`src/rtl/core/hgp_pkg.sv`:
```
// Package with shared types and constants of the HTTP GET request-line parser.
`timescale 1ns / 1ps
`default_nettype none

package hgp_pkg;

  localparam int DEF_LINE_CAPACITY = 255;
  localparam int DEF_CHUNK_BYTES   = 8;
  localparam int MAX_RESULTS       = 32;
  localparam int SUFFIX_LEN        = 9;

  localparam logic [7:0] CHAR_CR     = 8'd13;
  localparam logic [7:0] CHAR_LF     = 8'd10;
  localparam logic [7:0] CHAR_NUL    = 8'd0;
  localparam logic [7:0] CHAR_SLASH  = 8'h2F;
  localparam logic [7:0] CHAR_BSLASH = 8'h5C;

  localparam logic [7:0] GET_WORD [4] = '{8'h47, 8'h45, 8'h54, 8'h20};
  localparam logic [7:0] END_WORD [4] = '{CHAR_CR, CHAR_LF, CHAR_CR, CHAR_LF};

  // The oldest byte of the tail window sits in the lowest octet, so the
  // leading space of the suffix is the least significant byte here.
  localparam logic [8*SUFFIX_LEN-1:0] SUFFIX_WORD = "1.1/PTTH ";

  typedef enum logic [1:0] {
    PH_HUNT,
    PH_LINE,
    PH_HEAD
  } phase_t;

  typedef enum logic [1:0] {
    ST_RUN,
    ST_CHECK,
    ST_READ,
    ST_PUSH
  } seq_state_t;

endpackage

`default_nettype wire

```
`src/rtl/core/hgp_if.sv`:
```
// Stream interfaces for request bytes and reply chunks.
`timescale 1ns / 1ps
`default_nettype none

interface hgp_byte_if;
  logic       valid;
  logic       ready;
  logic [7:0] data_byte;

  modport source (output valid, output data_byte, input ready);
  modport sink (input valid, input data_byte, output ready);
endinterface

interface hgp_reply_if;
  logic        valid;
  logic        ready;
  logic        reply_kind;
  logic [63:0] chunk_bytes;
  logic [3:0]  chunk_count;
  logic        last_chunk;

  modport source (output valid, output reply_kind, output chunk_bytes,
                  output chunk_count, output last_chunk, input ready);
  modport sink (input valid, input reply_kind, input chunk_bytes,
                input chunk_count, input last_chunk, output ready);
endinterface

`default_nettype wire

```
`src/rtl/core/http_get_request_parser.sv`:
```
// Top level of the HTTP GET request-line parser with its line store and read-out sequencer.
`timescale 1ns / 1ps
`default_nettype none
// Throughput: one request byte per cycle while the parser runs; ready is low otherwise.
// After the final LF of CR LF CR LF the line is checked; each filename chunk is then read
// byte by byte through the single line-store read port and pushed, and the push waits
// while the reply side stalls. A not-found reply takes the check and a single push.
// Reset (rst, synchronous, active high) restarts the hunt for "GET " and empties the
// reply register; the line store itself is not cleared and needs no clearing pass.

module http_get_request_parser
  import hgp_pkg::*;
#(
  parameter int LINE_CAPACITY = DEF_LINE_CAPACITY,
  parameter int CHUNK_BYTES   = DEF_CHUNK_BYTES
) (
  input  wire          clk,
  input  wire          rst,
  hgp_byte_if.sink     req,
  hgp_reply_if.source  reply
);

  // Position counters must hold the capacity itself; store indexes only reach below it.
  localparam int LEN_W    = $clog2(LINE_CAPACITY + 1);
  localparam int ADDR_W   = $clog2(LINE_CAPACITY);
  localparam int MAX_NAME = MAX_RESULTS * CHUNK_BYTES;
  localparam int REM_W    = $clog2(MAX_NAME + 1);
  localparam int SPAN_W   = (LEN_W > REM_W) ? LEN_W : REM_W;
  localparam int FILL_W   = $clog2(CHUNK_BYTES + 1);
  localparam int ACC_W    = 8 * CHUNK_BYTES;
  localparam int TAIL_W   = 8 * SUFFIX_LEN;

  // Parser state.
  seq_state_t        state, state_next;
  phase_t            phase, phase_next;
  logic [1:0]        match_count, match_count_next;
  logic [LEN_W-1:0]  line_length, line_length_next;
  logic              last_sep_valid, last_sep_valid_next;
  logic [LEN_W-1:0]  last_sep_pos, last_sep_pos_next;
  logic              prior_sep_valid, prior_sep_valid_next;
  logic [LEN_W-1:0]  prior_sep_pos, prior_sep_pos_next;
  logic [TAIL_W-1:0] tail_window, tail_window_next;

  // Read-out sequencer state.
  logic [LEN_W-1:0]  rd_addr, rd_addr_next;
  logic [REM_W-1:0]  remain, remain_next;
  logic [ACC_W-1:0]  acc, acc_next;
  logic [FILL_W-1:0] fill, fill_next;
  logic              not_found, not_found_next;

  // Reply register; it parts the reply side from the parser.
  logic              out_valid, out_valid_next;
  logic              out_kind, out_kind_next;
  logic [63:0]       out_bytes, out_bytes_next;
  logic [3:0]        out_count, out_count_next;
  logic              out_last, out_last_next;

  // Line store: one write port used while parsing, one registered read port used
  // while chunks are read out.
  logic [7:0]        line_mem [LINE_CAPACITY];
  logic              mem_we;
  logic [7:0]        rd_data;

  assign req.ready         = (state == ST_RUN);
  assign reply.valid       = out_valid;
  assign reply.reply_kind  = out_kind;
  assign reply.chunk_bytes = out_bytes;
  assign reply.chunk_count = out_count;
  assign reply.last_chunk  = out_last;

  always_ff @(posedge clk) begin
    if (mem_we) begin
      line_mem[line_length[ADDR_W-1:0]] <= req.data_byte;
    end
    // The read address is the one the sequencer will hold next cycle, so rd_data
    // always matches rd_addr while reading out.
    rd_data <= line_mem[rd_addr_next[ADDR_W-1:0]];
  end

  always_comb begin
    logic [7:0]        b;
    logic              is_eol;
    logic              is_sep;
    logic              fits;
    logic              suffix_ok;
    logic [LEN_W-1:0]  name_end;
    logic [LEN_W-1:0]  start_pos;
    logic [SPAN_W-1:0] span;
    logic              out_free;
    logic              final_push;

    state_next           = state;
    phase_next           = phase;
    match_count_next     = match_count;
    line_length_next     = line_length;
    last_sep_valid_next  = last_sep_valid;
    last_sep_pos_next    = last_sep_pos;
    prior_sep_valid_next = prior_sep_valid;
    prior_sep_pos_next   = prior_sep_pos;
    tail_window_next     = tail_window;
    rd_addr_next         = rd_addr;
    remain_next          = remain;
    acc_next             = acc;
    fill_next            = fill;
    not_found_next       = not_found;
    out_valid_next       = out_valid;
    out_kind_next        = out_kind;
    out_bytes_next       = out_bytes;
    out_count_next       = out_count;
    out_last_next        = out_last;
    mem_we               = 1'b0;

    b          = req.data_byte;
    is_eol     = (b == CHAR_CR) || (b == CHAR_LF);
    is_sep     = (b == CHAR_SLASH) || (b == CHAR_BSLASH);
    fits       = (line_length < LEN_W'(LINE_CAPACITY));
    suffix_ok  = (line_length >= LEN_W'(SUFFIX_LEN)) && (tail_window == SUFFIX_WORD);
    name_end   = line_length - LEN_W'(SUFFIX_LEN);
    start_pos  = prior_sep_valid ? (prior_sep_pos + LEN_W'(1)) : '0;
    span       = SPAN_W'(name_end) - SPAN_W'(start_pos);
    out_free   = !out_valid || reply.ready;
    final_push = not_found || (remain == '0);

    if (out_valid && reply.ready) begin
      out_valid_next = 1'b0;
    end

    case (state)
      ST_RUN: begin
        if (req.valid) begin
          if (phase == PH_LINE) begin
            if (is_eol) begin
              phase_next = PH_HEAD;
            end else if (b != CHAR_NUL) begin
              if (fits) begin
                mem_we           = 1'b1;
                line_length_next = line_length + LEN_W'(1);
                tail_window_next = {b, tail_window[TAIL_W-1:8]};
                if (is_sep) begin
                  prior_sep_valid_next = last_sep_valid;
                  prior_sep_pos_next   = last_sep_pos;
                  last_sep_valid_next  = 1'b1;
                  last_sep_pos_next    = line_length;
                end
              end else begin
                // Overflow: the request is dropped and the hunt starts over.
                phase_next           = PH_HUNT;
                match_count_next     = '0;
                line_length_next     = '0;
                last_sep_valid_next  = 1'b0;
                prior_sep_valid_next = 1'b0;
                tail_window_next     = '0;
              end
            end
          end else if (phase == PH_HUNT) begin
            // A byte that breaks the match is not retried as a first letter.
            if (b == GET_WORD[match_count]) begin
              if (match_count == 2'd3) begin
                phase_next       = PH_LINE;
                match_count_next = '0;
              end else begin
                match_count_next = match_count + 2'd1;
              end
            end else begin
              match_count_next = '0;
            end
          end

          // End-of-headers tracking runs on the same byte once inside a request.
          if ((phase_next == PH_LINE) || (phase_next == PH_HEAD)) begin
            if (b == END_WORD[match_count_next]) begin
              if (match_count_next == 2'd3) begin
                phase_next       = PH_HUNT;
                match_count_next = '0;
                state_next       = ST_CHECK;
              end else begin
                match_count_next = match_count_next + 2'd1;
              end
            end else begin
              match_count_next = '0;
            end
          end
        end
      end

      ST_CHECK: begin
        // The last separator is the slash inside the suffix, so the one before
        // it marks where the filename begins.
        if (!suffix_ok) begin
          state_next = ST_RUN;
        end else if (start_pos >= name_end) begin
          not_found_next = 1'b1;
          acc_next       = '0;
          fill_next      = '0;
          state_next     = ST_PUSH;
        end else begin
          remain_next  = (span > SPAN_W'(MAX_NAME)) ? REM_W'(MAX_NAME) : REM_W'(span);
          rd_addr_next = start_pos;
          state_next   = ST_READ;
        end
        line_length_next     = '0;
        last_sep_valid_next  = 1'b0;
        prior_sep_valid_next = 1'b0;
        tail_window_next     = '0;
      end

      ST_READ: begin
        for (int k = 0; k < CHUNK_BYTES; k++) begin
          if (fill == FILL_W'(k)) begin
            acc_next[8*k +: 8] = rd_data;
          end
        end
        fill_next    = fill + FILL_W'(1);
        remain_next  = remain - REM_W'(1);
        rd_addr_next = rd_addr + LEN_W'(1);
        if ((fill_next == FILL_W'(CHUNK_BYTES)) || (remain == REM_W'(1))) begin
          state_next = ST_PUSH;
        end
      end

      ST_PUSH: begin
        if (out_free) begin
          out_valid_next = 1'b1;
          out_kind_next  = not_found;
          out_bytes_next = 64'(acc);
          out_count_next = 4'(fill);
          out_last_next  = final_push;
          acc_next       = '0;
          fill_next      = '0;
          not_found_next = 1'b0;
          state_next     = final_push ? ST_RUN : ST_READ;
        end
      end

      default: begin
        state_next = ST_RUN;
      end
    endcase
  end

  always_ff @(posedge clk) begin
    if (rst) begin
      state           <= ST_RUN;
      phase           <= PH_HUNT;
      match_count     <= '0;
      line_length     <= '0;
      last_sep_valid  <= 1'b0;
      prior_sep_valid <= 1'b0;
      tail_window     <= '0;
      rd_addr         <= '0;
      remain          <= '0;
      acc             <= '0;
      fill            <= '0;
      not_found       <= 1'b0;
      out_valid       <= 1'b0;
    end else begin
      state           <= state_next;
      phase           <= phase_next;
      match_count     <= match_count_next;
      line_length     <= line_length_next;
      last_sep_valid  <= last_sep_valid_next;
      prior_sep_valid <= prior_sep_valid_next;
      tail_window     <= tail_window_next;
      rd_addr         <= rd_addr_next;
      remain          <= remain_next;
      acc             <= acc_next;
      fill            <= fill_next;
      not_found       <= not_found_next;
      out_valid       <= out_valid_next;
    end
  end

  // Payload registers carry no reset.
  always_ff @(posedge clk) begin
    last_sep_pos  <= last_sep_pos_next;
    prior_sep_pos <= prior_sep_pos_next;
    out_kind      <= out_kind_next;
    out_bytes     <= out_bytes_next;
    out_count     <= out_count_next;
    out_last      <= out_last_next;
  end

endmodule

`default_nettype wire

```
`src/flat_wrapper.sv`:
```
// flat-port wrapper written by rule: the top's interface ports become plain ports
module http_get_request_parser_flat import hgp_pkg::*;
#(
  parameter int LINE_CAPACITY = DEF_LINE_CAPACITY,
  parameter int CHUNK_BYTES   = DEF_CHUNK_BYTES
)
  (clk, rst, req_valid, req_data_byte, req_ready, reply_valid, reply_reply_kind, reply_chunk_bytes, reply_chunk_count, reply_last_chunk, reply_ready);
  hgp_byte_if req_i ();
  hgp_reply_if reply_i ();
  input  wire clk;
  input  wire rst;
  input wire logic [$bits(req_i.valid)-1:0] req_valid;
  input wire logic [$bits(req_i.data_byte)-1:0] req_data_byte;
  output wire logic [$bits(req_i.ready)-1:0] req_ready;
  output wire logic [$bits(reply_i.valid)-1:0] reply_valid;
  output wire logic [$bits(reply_i.reply_kind)-1:0] reply_reply_kind;
  output wire logic [$bits(reply_i.chunk_bytes)-1:0] reply_chunk_bytes;
  output wire logic [$bits(reply_i.chunk_count)-1:0] reply_chunk_count;
  output wire logic [$bits(reply_i.last_chunk)-1:0] reply_last_chunk;
  input wire logic [$bits(reply_i.ready)-1:0] reply_ready;
  assign req_i.valid = req_valid;
  assign req_i.data_byte = req_data_byte;
  assign req_ready = req_i.ready;
  assign reply_valid = reply_i.valid;
  assign reply_reply_kind = reply_i.reply_kind;
  assign reply_chunk_bytes = reply_i.chunk_bytes;
  assign reply_chunk_count = reply_i.chunk_count;
  assign reply_last_chunk = reply_i.last_chunk;
  assign reply_i.ready = reply_ready;
  http_get_request_parser #(.LINE_CAPACITY(LINE_CAPACITY), .CHUNK_BYTES(CHUNK_BYTES)) u_core (.clk(clk), .rst(rst), .req(req_i), .reply(reply_i));
endmodule
```
`config.mk`:
```
export PLATFORM = sky130hd
export DESIGN_NAME = http_get_request_parser_flat
export DESIGN_NICKNAME = d
export VERILOG_FILES = /design/src/rtl/core/hgp_pkg.sv /design/src/rtl/core/hgp_if.sv /design/src/rtl/core/http_get_request_parser.sv /design/src/flat_wrapper.sv
export SDC_FILE = /design/constraint.sdc
export NUM_CORES = 2
export LEC_CHECK = 0
export ABC_AREA = 1
export BUFFER_PORTS_ARGS = -buffer_cell sky130_fd_sc_hd__buf_4
export CAP_MARGIN = 20
export CELL_PAD_IN_SITES_DETAIL_PLACEMENT = 2
export CELL_PAD_IN_SITES_GLOBAL_PLACEMENT = 2
export CORE_MARGIN = 10
export CORE_UTILIZATION = 39
export DETAILED_ROUTE_END_ITERATION = 8
export GPL_ROUTABILITY_DRIVEN = 0
export PLACE_DENSITY_LB_ADDON = 0.1
export SETUP_SLACK_MARGIN = 0.5
export SLEW_MARGIN = 20
export SYNTH_ARGS = -nofsm -noshare
export SYNTH_HDL_FRONTEND = slang
export SYNTH_SLANG_ARGS = --single-unit
```
`constraint.sdc`:
```
create_clock -name clk -period 4.63 [get_ports clk]
set_clock_uncertainty 0.2 [all_clocks]
set_input_delay 0.926 -clock clk [delete_from_list [all_inputs] [get_ports clk]]
set_output_delay 0.926 -clock clk [all_outputs]
set_load 0.02 [all_outputs]
```
# ---- After elaboration in Yosys (flattened, before gate mapping)
# Memories as Yosys holds them, arrays and structs flattened. A register that Yosys moved wholly into a read port is not among the register bits.
# Cells that the tools add are included.
dict set report word_totals {
  output_inout_bits 72
  ff_bits 261
  input_bits 12
  wordCells 230
  ram_bits 2040
  memories 1
}
dict set report op_classes {
  n_eq_ne 45
  order_cmp 6
  reduce_logical 35
  addsub 9
  muxes 105
  bitwise 3
}
# memory depth width read_ports rd_ports_with_merged_regs wr line
set memory_table {}
lappend memory_table {u_core.line_mem 255 8 1 1 1 http_get_request_parser.sv:60} ;# logic [7:0] line_mem [LINE_CAPACITY];
# op count
set op_table {}
lappend op_table {{$mux 72} 5}
lappend op_table {{$mux 64} 3}
lappend op_table {{$pmux 64 s3} 1}
lappend op_table {{$mux 8} 20}
lappend op_table {{$pmux 72 s2} 1}
lappend op_table {{$eq 72x70->1 const B} 1}
lappend op_table {{$mux 2} 32}
lappend op_table {{$reduce_and 5->1} 9}
lappend op_table {{$ne 2x1->1 const B} 17}
lappend op_table {{$bmux 8 s2} 2}
lappend op_table {{$pmux 8 s2} 2}
lappend op_table {{$mux 1} 27}
lappend op_table {{$mux 9} 3}
lappend op_table {{$add 8x1->8 const B} 3}
lappend op_table {{$pmux 9 s2} 1}
lappend op_table {{$eq 4x3->1 const B} 4}
lappend op_table {{$eq 8x4->1 const B} 2}
lappend op_table {{$eq 8x8->1} 2}
lappend op_table {{$mux 4} 3}
lappend op_table {{$pmux 4 s3} 1}
lappend op_table {{$reduce_and 6->1} 2}
lappend op_table {{$eq 2x2->1 const B} 5}
lappend op_table {{$eq 9x1->1 const B} 1}
lappend op_table {{$gt 9x9->1 const B} 1}
lappend op_table {{34 further kinds} 55}

# ---- Logic depth before layout (Yosys ltp)
dict set report logic_depth {
  depth_word 19
  ltp_mapped 31
  ltp_nobuf 29
}

# ---- Worst setup path after synthesis
# No wires, ideal clock.
dict set report synth_path {
  kind {input to register}
  start {input reply_ready}
  end {register u_core.out_bytes[0] (netlist: u_core.reply.chunk_bytes[0]) (enable)}
  slack_ns -0.434
  t_required_ns 3.908
  setup_time_ns 0.522
  cell_stages 2
  path_buffers 0
  arrival_time_ns 4.343
  path_cell_list {inv_1 > a21oi_1}
}
dict set report synth_via {
  elab_chain_cells 2
}
# item line
set synth_lines {}
lappend synth_lines {{start: declaration} flat_wrapper.sv:20} ;# input wire logic [$bits(reply_i.ready)-1:0] reply_ready;
lappend synth_lines {{$logic_or 1x1->1} http_get_request_parser.sv:121} ;# out_free = !out_valid || reply.ready;
lappend synth_lines {{$reduce_and 2->1 (no source line)} n/a}
lappend synth_lines {{end signal: assignment} http_get_request_parser.sv:278} ;# out_bytes <= out_bytes_next;
lappend synth_lines {{end: declaration} http_get_request_parser.sv:54} ;# logic [63:0] out_bytes, out_bytes_next;
# No other way between the ends.
# A chain may end at the register's enable or synchronous reset.

# ---- Worst setup path after layout
dict set report layout_path {
  start {register u_core.prior_sep_pos[0]}
  end {register u_core.rd_data[6], read port of u_core.line_mem}
}
dict set report layout_via {
  elab_chain_cells 6
}
# item line
set layout_lines {}
lappend layout_lines {{start: declaration} http_get_request_parser.sv:41} ;# logic [LEN_W-1:0] prior_sep_pos, prior_sep_pos_next;
lappend layout_lines {{start signal: assignment} http_get_request_parser.sv:276} ;# prior_sep_pos <= prior_sep_pos_next;
lappend layout_lines {{$add 8x1->8 *} http_get_request_parser.sv:119} ;# start_pos = prior_sep_valid ? (prior_sep_pos + LEN_W'(1)) : '0;
lappend layout_lines {{$mux 8 *} http_get_request_parser.sv:119}
lappend layout_lines {{$ge 8x8->1} http_get_request_parser.sv:191} ;# end else if (start_pos >= name_end) begin
lappend layout_lines {{$mux 8 *} http_get_request_parser.sv:191}
lappend layout_lines {{$mux 8 *} http_get_request_parser.sv:189} ;# if (!suffix_ok) begin
lappend layout_lines {{$pmux 8 s2 *} http_get_request_parser.sv:128} ;# case (state)
lappend layout_lines {{end: declaration} http_get_request_parser.sv:62} ;# logic [7:0] rd_data;
# Every way passes the cells marked *; elsewhere a longest branch is shown, timed or not.

==> flow_metrics.py <==
metrics = {
    "grt": {
        "grt_pass1_wl_um": 572000,
        "grt_most_used_layer": "met2",
        "grt.overflow.total": 0,
        "grtUsageMet2_pct": 46.3,
        "grt_usage_pct": 27.6,
        "grtUsageMet3_pct": 3.92,
        "grt_pass1_vias": 81155,
        "grt_max_degree": 140,
        "grtUsageMet1_pct": 36.6,
        "grt_antenna_before_repair": 21,
    },
    "clocking": {
        "cts-buffers-inserted": 284,
        "cts_htree_levels": 5,
        "clock_latency_ns": 0.93,
        "cts.sinks": 2309,
        "clock_path_buffers": 4,
        "clk_pin_slew_ns": 0.06,
        "cts_tree": "yes",
        "clockRootBuffer": "clkbuf_16",
    },
    "placement": {
        "place_ws_ns": -0.598,
        "io_buffers": 83,
        "dp_hpwl_um": 233000,
        "place_area_sq_um": 107000,
    },
    "pwr": {
        "ir_worst_vdd_mv": 0.371,
        "p_total_mw": 44.7,
        "cellPowerDensity_nw_per_um2": 370,
        "leakage_nw": 46.0,
    },
    "logic_synthesis": {
        "syn_inst": 9246,
        "synth_edf_count": 2126,
        "yosysUniqueCellTypes": 53,
        "ys_ff_latch": 2309,
        "async_flop_share_pct": 0,
        "ys_seq_area_share_pct": 67.8,
        "syn-cell-area_sq_um": 99600,
        "syn-num-nets": 9287,
        "synth_flop_cell": "edfxtp_1",
        "ys_warn_count": 0,
        "avgSynthCellArea_sq_um": 10.8,
    },
    "timing": {
        "rsz0062_at_grt": "true",
        "setup_slack_ns": -0.184,
        "hold_ws_ns": 0.0942,
        "slew_violations": 0,
        "setup_viol": 8,
        "max_slew.worst_pin.slew_ns": 1.27,
        "hold_viol": 0,
        "slew_headroom_pct": 15.2,
        "period_share_pct": 104,
        "post-route-min-period_ns": 4.81,
        "timing.fmax_ghz": 0.208,
    },
    "die": {
        "rows": 185,
        "start_util_pct": 39.2,
        "io-pin-count": 84,
        "die_area_sq_um": 276000,
        "die_x_um": 525,
        "die_h_um": 525,
        "core_area_sq_um": 254000,
    },
    "min_path": {
        "hold_path_class": "in2reg",
    },
    "setup_path": {
        "critical_path.slowest_cell": "edfxtp_1",
        "crit_arrival_ns": 5.42,
        "worstSetupPathType": "reg2reg",
        "crit_required_ns": 5.24,
        "cp_max_fo": 30,
        "end_kind": "register",
        "critical-path-max-stage-delay_ns": 0.39,
        "worstSetupStartpointType": "register",
    },
    "finish": {
        "nets": 9694,
        "final_common_cell": "edfxtp_1",
        "fin_area_sq_um": 121000,
        "drive_gt1_share_pct": 14.8,
        "area_growth_pct": 21.3,
        "final_cell_mix": "2126 x edfxtp_1, 2074 x nand2_1, 1806 x nand3_1",
    },
    "drt": {
        "num_vias": 75393,
        "routed_wl_um": 398000,
        "vias_per_cell": 5.70,
        "avgRoutedWirePerCell_um": 30.1,
        "initialDrtViolationCount": 7238,
        "drcViolationCount": 0,
        "ant_nets": 0,
        "dr.pass1.iters": 6,
    },
    "status": {
        "outcome": "finished with violations",
        "violations": "negative setup slack",
    },
    "job": {
        "cap_violations": 0,
    },
}
-- registers in the layout, summed over array words and instances, names as in the netlist, 2 cells and up --
register                  flops
u_core.remain                 9
u_core.acc                   64
u_core.rd_addr                8
u_core.reply.chunk_count      4
u_core.line_mem            2040
u_core.reply.chunk_bytes     64
u_core.state                  2
u_core.prior_sep_pos          8
u_core.line_length            8
u_core.rd_data                8
u_core.tail_window           72
u_core.phase                  2
u_core.fill                   4
u_core.last_sep_pos           8
u_core.match_count            2
-- cells by family after synthesis --
logic type                 synth area share, %
AOI/OAI and AO/OA                         2.16
adders and majority gates                0.372
buffers and inverters                     5.78
DFF                                       67.8
and+or+nand+nor                           23.7
xor gates and xnor gates                 0.132
-- final cells by class --
cell class	instances	area (sq um)
Timing Repair inverter	1	20.0
Timing Repair Buffer	747	9490
Clock inverter	132	1100
Fill cell	25370	133000
Multi-Input combinational cell	5582	28100
Clock buffer	354	7560
Inverter	728	2760
Antenna cell	5	12.5
Sequential cell	2309	67500
Tap cell	3366	4210
-- where the power goes --
| part | internal, mW | leakage (nW) | total (mW) | switching (mW) |
|---|---|---|---|---|
| Clock | 12.6 | 4.25 | 21.5 | 8.91 |
| Sequential | 22.7 | 20.5 | 22.7 | 0.000792 |
| Combinational | 0.0444 | 21.3 | 0.514 | 0.470 |
| Total | 35.3 | 46.0 | 44.7 | 9.38 |
-- cell usage after synthesis, types with 4 or more instances --
cell / instances / area share [%]
buf_1: 49 / 0.18
nor2_1: 593 / 2.2
edfxtp_1: 2126 / 64
xor2_1: 11 / 0.097
nand3b_1: 368 / 2.8
inv_1: 720 / 2.7
xnor2_1: 4 / 0.035
a211oi_1: 34 / 0.26
a21oi_1: 118 / 0.59
nand2_1: 2107 / 7.9
nor2_2: 5 / 0.031
ha_1: 28 / 0.35
o22ai_1: 4 / 0.025
buf_2: 319 / 1.6
buf_4: 57 / 0.43
inv_2: 5 / 0.019
buf_6: 7 / 0.079
nand2_2: 4 / 0.025
nor4_1: 4 / 0.025
a31oi_1: 10 / 0.063
nand3_1: 2040 / 10
clkbuf_1: 195 / 0.74
o211ai_1: 112 / 0.84
nor3_1: 62 / 0.31
o21ai_0: 42 / 0.21
o21ai_1: 4 / 0.020
dfxtp_1: 183 / 3.7
-- path summary, 6_finish.rpt --
| check | start | slack, ns | to | depth (start not counted) |
|---|---|---|---|---|
| worst min register to register | u_core.last_sep_pos[0] | 0.23 | u_core.prior_sep_pos[0] | 0 |
| worst max register to register | u_core.prior_sep_pos[0] | -0.18 | u_core.rd_data[6] | 30 |
| worst min-delay path | req_data_byte[6] | 0.09 | u_core.line_mem[26][6] | 1 |
| worst max-delay path | u_core.prior_sep_pos[0] | -0.18 | u_core.rd_data[6] | 30 |
-- timing repair --
item                       4_1_cts  5_1_grt
cloned                          36       12
pin swaps                       36       38
buffers inserted                58       30
setup endpoints to repair       56      105
resized for setup              350      191
hold buffers                     0        0
-- routing by layer --
layer,share of wire [%],up-vias
met2,48,2273
li1,-,32802
met4,3.9,6
met5,0.011,-
met1,42,39632
met3,5.7,680
-- per-stage QoR --
stage / std cells / setup TNS (ns) / utilization (%)
after detailed placement: 12597 / -8.18 / 42.2
final: 13224 / -1.26 / 47.5
after global routing: 13220 / -3.04 / 47.5
after floorplan: 9246 / 0 / -
after global placement: 12597 / -3.20 / 42.2
after CTS: 13177 / 0 / 46.9
-- critical path, delay by kind of cell, from the launching register on --
family,cells,cell delay (ns)
and+or+nand+nor,17,1.74
AOI/OAI and AO/OA,3,0.58
buffers and inverters,9,1.41
adders and majority gates,1,0.31
DFF,1,0.39
No activity file was read; power rests on OpenSTA's default activity.
